===== src/sv/assert_macros.svh =====
// Assertion macros shared by the checker RTL.
`ifndef ASSERT_MACROS_SVH
`define ASSERT_MACROS_SVH
`ifndef SYNTH
`define SAC_ASSERT(lbl, prop) \
    lbl: assert property (@(posedge clk) disable iff (!rst_n) (prop)) \
        else $error("assertion failed");
`define SAC_NEVER(lbl, expr) \
    lbl: assert property (@(posedge clk) disable iff (!rst_n) !(expr)) \
        else $error("forbidden condition seen");
`else
`define SAC_ASSERT(lbl, prop)
`define SAC_NEVER(lbl, expr)
`endif
`endif


===== src/sv/sac_ram.sv =====
// Generic single-port-write, registered-read RAM.
module sac_ram #(
    parameter int WIDTH = 8,
    parameter int DEPTH = 16,
    localparam int AW = (DEPTH > 1) ? $clog2(DEPTH) : 1
) (
    input  logic             clk,
    input  logic             wr_en,
    input  logic [AW-1:0]    wr_addr,
    input  logic [WIDTH-1:0] wr_data,
    input  logic             rd_en,
    input  logic [AW-1:0]    rd_addr,
    output logic [WIDTH-1:0] rd_data
);

    logic [WIDTH-1:0] mem [DEPTH];
    logic [WIDTH-1:0] rd_data_reg;

    always_ff @(posedge clk)
    begin
        if (wr_en)
        begin
            mem[wr_addr] <= wr_data;
        end
        if (rd_en)
        begin
            rd_data_reg <= mem[rd_addr];
        end
    end

    assign rd_data = rd_data_reg;

endmodule


===== config.mk =====
export PLATFORM = sky130hd
export DESIGN_NAME = sac_ram
export DESIGN_NICKNAME = d
export VERILOG_FILES = /design/src/sv/assert_macros.svh /design/src/sv/sac_ram.sv
export SDC_FILE = /design/constraint.sdc
export NUM_CORES = 1
export LEC_CHECK = 0
export ABC_AREA = 1
export BUFFER_PORTS_ARGS = -buffer_cell sky130_fd_sc_hd__buf_4
export CAP_MARGIN = 20
export CORE_MARGIN = 2
export CORE_UTILIZATION = 40
export DETAILED_ROUTE_END_ITERATION = 12
export GPL_ROUTABILITY_DRIVEN = 1
export PLACE_DENSITY = 0.66
export SLEW_MARGIN = 25
export SYNTH_ARGS = -nofsm -noshare
export SYNTH_HDL_FRONTEND = slang
export SYNTH_SLANG_ARGS = --single-unit

===== constraint.sdc =====
create_clock -name clk -period 1.51 [get_ports clk]
set_clock_uncertainty 0.05 [all_clocks]
set_input_delay 0.151 -clock clk [delete_from_list [all_inputs] [get_ports clk]]
set_output_delay 0.151 -clock clk [all_outputs]
set_load 0.1 [all_outputs]

# --- After elaboration in Yosys (flattened, before gate mapping) ---
# Memory sizes are Yosys's and may differ from the RTL's. A register that Yosys moved wholly into a read port is not among the register bits.
# Cells that the tools add are included.
totals:
  regBits: 0
  ram_bits: 128
  input_bits: 19
  output_inout_bits: 8
  elab_cells: 3
  mem_count: 1
op_classes:
  muxes: 2
mem_list:
  columns: ["memory", "words", "word_bits", "read_ports", "rd_ports_with_merged_regs", "write_ports", "line_no", "text"]
  rows:
  - ["mem", 16, 8, 1, 1, 1, "sac_ram.sv:16", "logic [WIDTH-1:0] mem [DEPTH];"]
op_table:
  columns: ["operator", "count"]
  rows:
  - ["$mux 1", 2]

# --- Depth between registers and ports, before layout ---
# Gate-level depths: netlist of the first run.
depth:
  word_depth: 2
  mapped_depth: 8
  depth_no_buf: 7

# --- Worst setup path after synthesis of the first run ---
# OpenSTA, ideal clock, no wires.
synth_path:
  kind: "input-to-reg"
  startpoint: "input wr_addr[2]"
  endpoint: "memory mem[10][0] (enable)"
  setup_time_ns: 0.370
  t_arrival_ns: 0.732
  required_time_ns: 1.090
  slack_ns: 0.358
  stages: 2
  path_buffers: 0
  path_cell_list: "nand3b_1 nor2_1"
synth_rtl:
  columns: ["element", "line_no", "text"]
  rows:
  - ["from (decl)", "sac_ram.sv:9", "input logic [AW-1:0] wr_addr,"]
  - ["to (decl)", "sac_ram.sv:16", null]
# Straight into the memory's write port.

# --- Worst setup path in the final report of the first run ---
layout_path:
  startpoint: "register rd_data_reg[5], in the netlist rd_data[5], read port of mem"
  endpoint: "output rd_data[5]"
layout_rtl:
  columns: ["element", "line_no", "text"]
  rows:
  - ["from (decl)", "sac_ram.sv:17", "logic [WIDTH-1:0] rd_data_reg;"]
  - ["to (decl)", "sac_ram.sv:13", "output logic [WIDTH-1:0] rd_data"]
# No word-level cell between the ends.

==> impl_metrics.tcl, run 1 <==
set metrics [dict create \
    outcome "finished, final reports clean" \
    tritoncts "done" \
    yosysSeqAreaShare_pct 69.8 \
    cts_inserted_buffers 17 \
    synth_cell_type_count 11 \
    critPathLaunchType "register" \
    routed_wl_um 12400 \
    syn2layout_area_growth_pct 17.8 \
    cp.required_ns 1.31 \
    die_area_um2 15600 \
    via_per_inst 4.76 \
    sw_frac_of_total_pct 21.7 \
    fin_cells 795 \
    drv_slew 0 \
    p_sw_mw 1.84 \
    peakVddDrop_uv 804 \
    setup_slack_ns 0.177 \
    seq_power_share_pct 50.4 \
    core_um2 14400 \
    start_util_pct 40.5 \
    cpPeakStageDelay_ns 0.40 \
    insertion_delay_ns 0.41 \
    gp_congestion 0.789 \
    tightest_slew_ns 0.402 \
    power.internal_mw 6.66 \
    finalPower_mw 8.50 \
    crit_buf_inv 1 \
    r2r_setup_slack_ns 0.33 \
    critPathTopFamily "flip-flops" \
    period_minus_slack_ns 1.33 \
    port_buffers 26 \
    syn_nets 570 \
    cp_slowest_cell "edfxtp_1" \
    layout_commonest_cell "nand2_1" \
    setup_viol 0 \
    path_max_fanout 1 \
    grt_pass1_wl_um 20300 \
    final_nets 619 \
    die_x_um 125 \
    grt_max_degree 49 \
    p_leak_nw 2.96 \
    tns_ns 0 \
    path_clk_slew_ns 0.05 \
    fp.dieH_um 125 \
    synth_seq_cells 136 \
    final_cell_mix "nand2_1 (173), edfxtp_1 (136), inv_1 (100), nand3_1 (97), buf_4 (46)" \
    antenna_found_initial 0 \
    cts_setup_buffers 0 \
    hold_class "in2reg" \
    maxCapViolations 0 \
    wl_per_cell_um 15.6 \
    vias 3782 \
    grt-ovfl-total 0 \
    grt_usage_pct 17.3 \
    comb_power_share_pct 7.9 \
    drtAntennaViolNets 0 \
    clockRootBuffer "clkbuf_16" \
    cts_max_path_buffers 2 \
    drtIter0Drc 291 \
    rsz0062_at_grt "no" \
    rows 44 \
    finalCritPeriodShare_pct 88.3 \
    antennaDiodeCount 0 \
    ys_warn_count 0 \
    netlist_area_um2 5850 \
    drcViolationCount 0 \
    syn_avg_cell_area_um2 10.6 \
    power_density_nw_per_um2 1230 \
    dr.pass1.iters 4 \
    hpwl_um 7840 \
    finalHoldViolCount 0 \
    endpoint_kind "output pin" \
    drive_gt1_share_pct 11.9 \
    largest_reg_flops 128 \
    crit_type "reg2out" \
    cts.sink_count 136 \
    arrival_ns 1.13 \
    synth_cells 551 \
    pwr-share-clk_pct 41.8 \
    ios 27 \
    cts_max_level 4 \
    dp.cells 762 \
    timing.slew.headroom_pct 73.2 \
    dp_slack_ns 0.128 \
    crit_chain "buf_4" \
    grt_pass1_vias 3887 \
    max_freq_mhz 750 \
]
## per-layer routing
metal	share of wire, %	wire (um)	up-vias	GRT usage [%]
li1	-	-	1874	-
met1	43	5290	1775	22.5
met2	48	5980	122	28.3
met3	7.6	940	11	4.38
met4	1.2	148	0	6.27
met5	0	0	-	0
## area by class of cell
type / count / area (um^2)
clock buffer: 23 / 448
multi-input combinational: 289 / 1210
timing repair buffer: 54 / 475
sequential: 136 / 4080
tap: 184 / 230
fill: 1299 / 7530
inverter: 102 / 383
clock inverter: 7 / 55.1
## power groups by stage
| stage | registers, mW | logic [mW] | clock network [mW] |
|---|---|---|---|
| 4_1_cts | 4.28 | 0.676 | 3.60 |
| 2_1_floorplan | 4.48 | 0.298 | 0 |
| 3_3_place_gp | 4.36 | 0.656 | 0 |
| 6_report | 4.29 | 0.668 | 3.55 |
| 3_5_place_dp | 4.36 | 0.667 | 0 |
| 5_1_grt | 4.29 | 0.738 | 3.79 |
## Yosys cell counts
cell type | instances | share of area [%]
nand2_1 | 173 | 11
edfxtp_1 | 136 | 70
inv_1 | 100 | 6.4
nand3_1 | 97 | 8.3
nor2_1 | 17 | 1.1
buf_2 | 13 | 1.1
buf_6 | 6 | 1.2
buf_4 | 4 | 0.51
inv_2 | 2 | 0.13
nand3b_1 | 2 | 0.26
buf_1 | 1 | 0.064
## metrics by stage
step	util, %	instance area, um^2	hold slack (ns)
floorplan	-	5850	0.200
global placement	44.1	6360	0.416
detailed placement	44.1	6360	0.408
CTS	47.8	6890	0.00145
global route	47.8	6890	0.0168
finish	47.8	6890	0.00775
## final timing paths
kind / startpoint / to / cells past startpoint
setup reg to reg: mem[1][7] / rd_data[7] / 6
hold reg to reg: mem[10][0] / rd_data[0] / 6
hold / removal: wr_data[0] / mem[2][0] / 1
setup / recovery: rd_data[5] / rd_data[5] / 1
## what timing repair did
action,4_1_cts,5_1_grt
hold buffers,3,0
gates resized for setup,0,0
endpoints found under the hold margin,28,0
## logic make-up (layout without fill, tap and decap cells)
group,Yosys count,in the layout,synth area share (%)
buffers and inverters,126,186,9.39
DFF,136,136,69.8
and+or+nand+nor,289,289,20.8
(Power assumes the default switching activity.)
==> inputs of run 2 (changes only) <==
- CORE_UTILIZATION: 40 -> 45
- PLACE_DENSITY: 0.66 -> 0.71
==> run 2 against run 1 <==
  * Combinational power is 3.1% higher
  * First-iteration DRC count is 28% higher
  * Global-route usage is 2.5 points higher
  * Non-clock buffer count is 1 lower
  * Core utilization is 7.1 points higher
  * Clock power is 15% higher
==> impl_metrics.tcl, run 2 (same netlist as run 1, synthesis figures left out) <==
set metrics [dict create \
    drtAntennaViolNets 0 \
    cts_inserted_buffers 17 \
    fin_area_um2 6950 \
    drv_slew 0 \
    crit_chain "buf_4" \
    grt_usage_pct 19.8 \
    gp_congestion 0.878 \
    min-delay-start "wr_data[7]" \
    dr.pass1.iters 5 \
    antennaDiodeCount 0 \
    final_cell_mix "nand2_1 (173), edfxtp_1 (136), inv_1 (100), nand3_1 (97), buf_4 (47)" \
    drive_gt1_share_pct 14.1 \
    power_density_nw_per_um2 1300 \
    cp.required_ns 1.31 \
    syn2layout_area_growth_pct 18.9 \
    path_max_fanout 1 \
    drtIter0Drc 373 \
    crit-reg2reg-launch "mem[6][5]" \
    final_nets 618 \
    arrival_ns 1.12 \
    ctsResizeCount 0 \
    hold_end "mem[3][7]" \
    start_util_pct 46.1 \
    cts_max_level 4 \
    r2r_cells 6 \
    maxCapViolations 0 \
    grt_max_degree 33 \
    timing.slew.headroom_pct 74.3 \
    grt_pass1_vias 3769 \
    peakVddDrop_uv 866 \
    drcViolationCount 0 \
    layout_commonest_cell "nand2_1" \
    p_leak_nw 3.00 \
    largest_reg_flops 128 \
    path_clk_slew_ns 0.06 \
    die_area_um2 13900 \
    crit_type "reg2out" \
    crit_buf_inv 1 \
    antenna_found_initial 0 \
    tns_ns 0 \
    cts.sink_count 136 \
    grt-ovfl-total 0 \
    cp_slowest_cell "edfxtp_1" \
    r2r_setup_slack_ns 0.27 \
    max_freq_mhz 757 \
    placed_area_um2 6350 \
    wl_per_cell_um 16.2 \
    cpPeakStageDelay_ns 0.39 \
    via_per_inst 4.98 \
    outcome "finished, final reports clean" \
    insertion_delay_ns 0.42 \
    finalCritPeriodShare_pct 87.5 \
    vias 3902 \
    core_um2 12700 \
    tritoncts "done" \
    critPathTopFamily "flip-flops" \
    hold_class "in2reg" \
    cts_max_path_buffers 2 \
    period_minus_slack_ns 1.32 \
    clockRootBuffer "clkbuf_16" \
    routed_wl_um 12700 \
    ios 27 \
    finalHoldViolCount 0 \
    rsz0062_at_grt "no" \
    port_buffers 26 \
    rows 41 \
    tightest_slew_ns 0.385 \
    setup_viol 0 \
    critPathLaunchType "register" \
    grt_pass1_wl_um 20400 \
    whs_path_depth 1 \
    hpwl_um 8060 \
    endpoint_kind "output pin" \
    fp.dieH_um 118 \
    r2r_end "rd_data[5]" \
    die_x_um 118 \
]
-- run 2: worst max-delay path by stage --
stage / from / slack (ns) / cells after the start / to
2_1_floorplan: wr_addr[2] / 0.36 / 2 / mem[10][0]
3_3_place_gp: rd_addr[0] / 0.16 / 8 / rd_data[0]
3_5_place_dp: rd_addr[0] / 0.13 / 8 / rd_data[4]
4_1_cts: rd_data[6] / 0.19 / 1 / rd_data[6]
5_1_grt: mem[5][4] / 0.16 / 6 / rd_data[4]
6_report: rd_data[1] / 0.19 / 1 / rd_data[1]
-- run 2: per-layer routing --
| layer | routed length [um] | global-route usage, % | up-vias |
|---|---|---|---|
| met5 | 0 | 0 | - |
| met4 | 255 | 7.68 | 0 |
| met3 | 972 | 5.52 | 23 |
| met2 | 6240 | 31.9 | 154 |
| met1 | 5260 | 25.3 | 1842 |
| li1 | - | - | 1883 |
-- run 2: final cells by class --
class | count | area, um^2
well taps | 172 | 215
repair buffers | 53 | 463
clock buffers | 17 | 425
inverters | 102 | 383
flip-flops and latches | 136 | 4080
clock inverters | 15 | 170
multi-input cells | 289 | 1210
fillers | 1064 | 5720
-- run 2: what timing repair did --
action	in CTS	in global routing
setup buffers	0	0
hold buffers	1	0
endpoints found under the hold margin	8	0
-- run 2: per-stage QoR --
| step | worst slack, ns | util, % | hold slack (ns) | power, mW | std cells |
|---|---|---|---|---|---|
| after floorplan | 0.358 | - | 0.200 | 4.78 | 551 |
| after global placement | 0.163 | 50.1 | 0.393 | 5.03 | 751 |
| after detailed placement | 0.134 | 50.1 | 0.399 | 5.04 | 751 |
| after CTS | 0.189 | 54.9 | 0.0252 | 9.11 | 784 |
| after global routing | 0.159 | 54.9 | 0.0339 | 9.34 | 784 |
| final | 0.189 | 54.9 | 0.0282 | 9.07 | 784 |
-- run 2: power breakdown --
| group | internal (mW) | switching (mW) |
|---|---|---|
| Clock | 2.46 | 1.64 |
| Sequential | 4.25 | 0.0262 |
| Combinational | 0.196 | 0.493 |
==> inputs of run 3 (changes only) <==
- ABC_AREA: 1 -> 0
- CORE_UTILIZATION: 45 -> 60
- PLACE_DENSITY: 0.71 -> 0.88
==> run 3 against run 2 <==
  * The run now ends with setup timing left
  * Global-route usage increased by 4.8 points
  * Non-clock buffer count increased by 10
  * Area after synthesis decreased by 11%
  * Worst setup slack got worse by 0.21 ns
  * Flip-flop and latch count unchanged
  * First-iteration DRC count decreased by 34%
  * Largest power group is now clock
==> impl_metrics.tcl, run 3 <==
set metrics [dict create \
    finalHoldViolCount 0 \
    synth_top_area_share_pct 78.1 \
    dp.cells 381 \
    rsz0062_at_grt "yes" \
    fin_area_um2 6460 \
    setup_viol 1 \
    insertion_delay_ns 0.53 \
    fp.dieH_um 97.3 \
    critPathLaunchType "register" \
    outcome "finished with violations" \
    synth_cells 229 \
    syn2layout_area_growth_pct 23.5 \
    power_density_nw_per_um2 1430 \
    startpoint "mem[3][5]" \
    comb_power_share_pct 6.7 \
    syn_nets 248 \
    core_um2 8590 \
    grt_max_degree 19 \
    layout_commonest_cell "edfxtp_1" \
    hold_class "in2reg" \
    ys_async_sr_fraction_pct 0 \
    path_max_fanout 1 \
    synth_cell_type_count 18 \
    min-delay-start "wr_addr[0]" \
    final_cell_mix "edfxtp_1 (136), buf_4 (50), mux4_2 (27), clkbuf_16 (16), nor2_1 (13)" \
    drcViolationCount 0 \
    antenna_found_initial 0 \
    synth_seq_cells 136 \
    path_clk_slew_ns 0.06 \
    yosys.area.top_type "edfxtp_1" \
    via_per_inst 6.28 \
    synth_flop_cell "edfxtp_1" \
    wl_per_cell_um 25.5 \
    grt_usage_pct 24.6 \
    cts_inserted_buffers 17 \
    tightest_slew_ns 0.680 \
    cts_max_level 4 \
    grt_pass1_wl_um 16400 \
    cts_max_path_buffers 2 \
    largest_reg_flops 128 \
    max_freq_mhz 654 \
    dr.pass1.iters 5 \
    die_area_um2 9480 \
    synth_common_cells "edfxtp_1 (136), mux4_2 (18), a22oi_1 (16), mux4_1 (14), nor2_1 (13)" \
    peakVddDrop_uv 906 \
    power.internal_mw 7.33 \
    pwr-share-clk_pct 46.9 \
    violations "setup timing" \
    maxCapViolations 0 \
    final_nets 320 \
    start_util_pct 60.8 \
    placed_area_um2 5740 \
    hold_end "mem[4][6]" \
    cts.sink_count 136 \
    hpwl_um 6600 \
    rows 34 \
    gp_congestion 0.763 \
    drv_slew 0 \
    utilization_pct 75.1 \
    fin_cells 422 \
    timing.slew.headroom_pct 54.5 \
    arrival_ns 1.75 \
    yosysSeqAreaShare_pct 78.1 \
    tritoncts "done" \
    synth_area_leaders "edfxtp_1 (78%), mux4_2 (7.8%), mux4_1 (7.0%), a22oi_1 (2.3%), nor2_1 (0.93%)" \
    ys_warn_count 0 \
    clockRootBuffer "clkbuf_8" \
    crit_type "reg2reg" \
    r2r_cells 3 \
    cp.required_ns 1.73 \
    period_minus_slack_ns 1.53 \
    top_layer_used "met4" \
    grt-ovfl-total 0 \
    syn_avg_cell_area_um2 22.8 \
    ios 27 \
    routed_wl_um 10800 \
    seq_power_share_pct 46.4 \
    r2r_end "rd_data[5]" \
    crit-reg2reg-launch "mem[3][5]" \
    synth_most_common_cell "edfxtp_1" \
    wl_met2_um 5510 \
    p_sw_mw 1.90 \
    wl_met3_um 869 \
    vias 2651 \
    sw_frac_of_total_pct 20.6 \
    drive_gt1_share_pct 38.2 \
    drtIter0Drc 247 \
    setup_slack_ns -0.0180 \
    grt_pass1_vias 2802 \
    drtAntennaViolNets 0 \
    synth_edf_count 136 \
    wl_met1_um 4100 \
    p_leak_nw 2.20 \
    finalCritPeriodShare_pct 101 \
    antennaDiodeCount 0 \
    r2r_setup_slack_ns -0.02 \
    port_buffers 26 \
    whs_path_depth 3 \
    die_x_um 97.3 \
    netlist_area_um2 5230 \
    endpoint_kind "register" \
    finalPower_mw 9.23 \
]
## run 3: cell count changes after synthesis, moves of 10 or more
cell / delta
nand3_1: -96
nand2_1: -164
buf_2: -10
mux4_2: +18
a22oi_1: +16
mux4_1: +14
inv_1: -100
## run 3: worst max-delay path: stages, from the launching register on
cell	delay (ns)
edfxtp_1	0.40
mux4_1	0.49
a22oi_1	0.23
nand2_1	0.10
## run 3: final cells by class
| class | count | area, um^2 |
|---|---|---|
| multi-input combinational | 83 | 1070 |
| tap | 108 | 135 |
| clock inverter | 13 | 203 |
| timing repair buffer | 63 | 546 |
| sequential | 136 | 4080 |
| clock buffer | 19 | 422 |
| fill | 463 | 2140 |
## run 3: timing repair
action,in CTS,in global routing
endpoints found under the hold margin,136,0
hold buffers,9,0
setup buffers,0,0
setup endpoints to repair,4,6
gates resized for setup,9,8
pin swaps,3,3
## run 3: how the worst max path moves through the flow
stage | to | slack (ns) | cells past startpoint
6_report | rd_data[5] | -0.02 | 3
5_1_grt | rd_data[5] | -0.03 | 3
4_1_cts | rd_data[4] | 0.006 | 3
3_5_place_dp | rd_data[1] | -0.17 | 5
3_3_place_gp | rd_data[1] | -0.14 | 5
2_1_floorplan | rd_data[1] | 0.03 | 5
## run 3: power groups by stage
stage	registers, mW	clock network [mW]	logic (mW)
floorplan	4.48	0	0.215
global placement	4.35	0	0.546
detailed placement	4.36	0	0.566
CTS	4.28	4.36	0.604
global route	4.29	4.52	0.647
finish	4.28	4.33	0.615
## run 3: cells by family after synthesis
logic type	count (synthesis)	share of synthesized area (%)
DFF	136	78.1
AOI/OAI and AO/OA	16	2.30
and+or+nand+nor	35	3.14
muxes	32	14.8
buffers and inverters	10	1.65
## run 3: metal layers
layer | vias to the layer above | GRT usage [%]
met5 | - | 0
li1 | 1124 | -
met3 | 28 | 5.40
met4 | 0 | 12.0
met2 | 152 | 39.9
met1 | 1347 | 32.1
## run 3: per-stage QoR
step | worst slack, ns | hold slack [ns] | TNS [ns]
3_5_place_dp | -0.173 | 0.412 | -1.16
5_1_grt | -0.0313 | 0.0986 | -0.0484
4_1_cts | 0.00612 | 0.0853 | 0
6_report | -0.0180 | 0.100 | -0.0180
3_3_place_gp | -0.136 | 0.400 | -0.887
2_1_floorplan | 0.0266 | 0.200 | 0
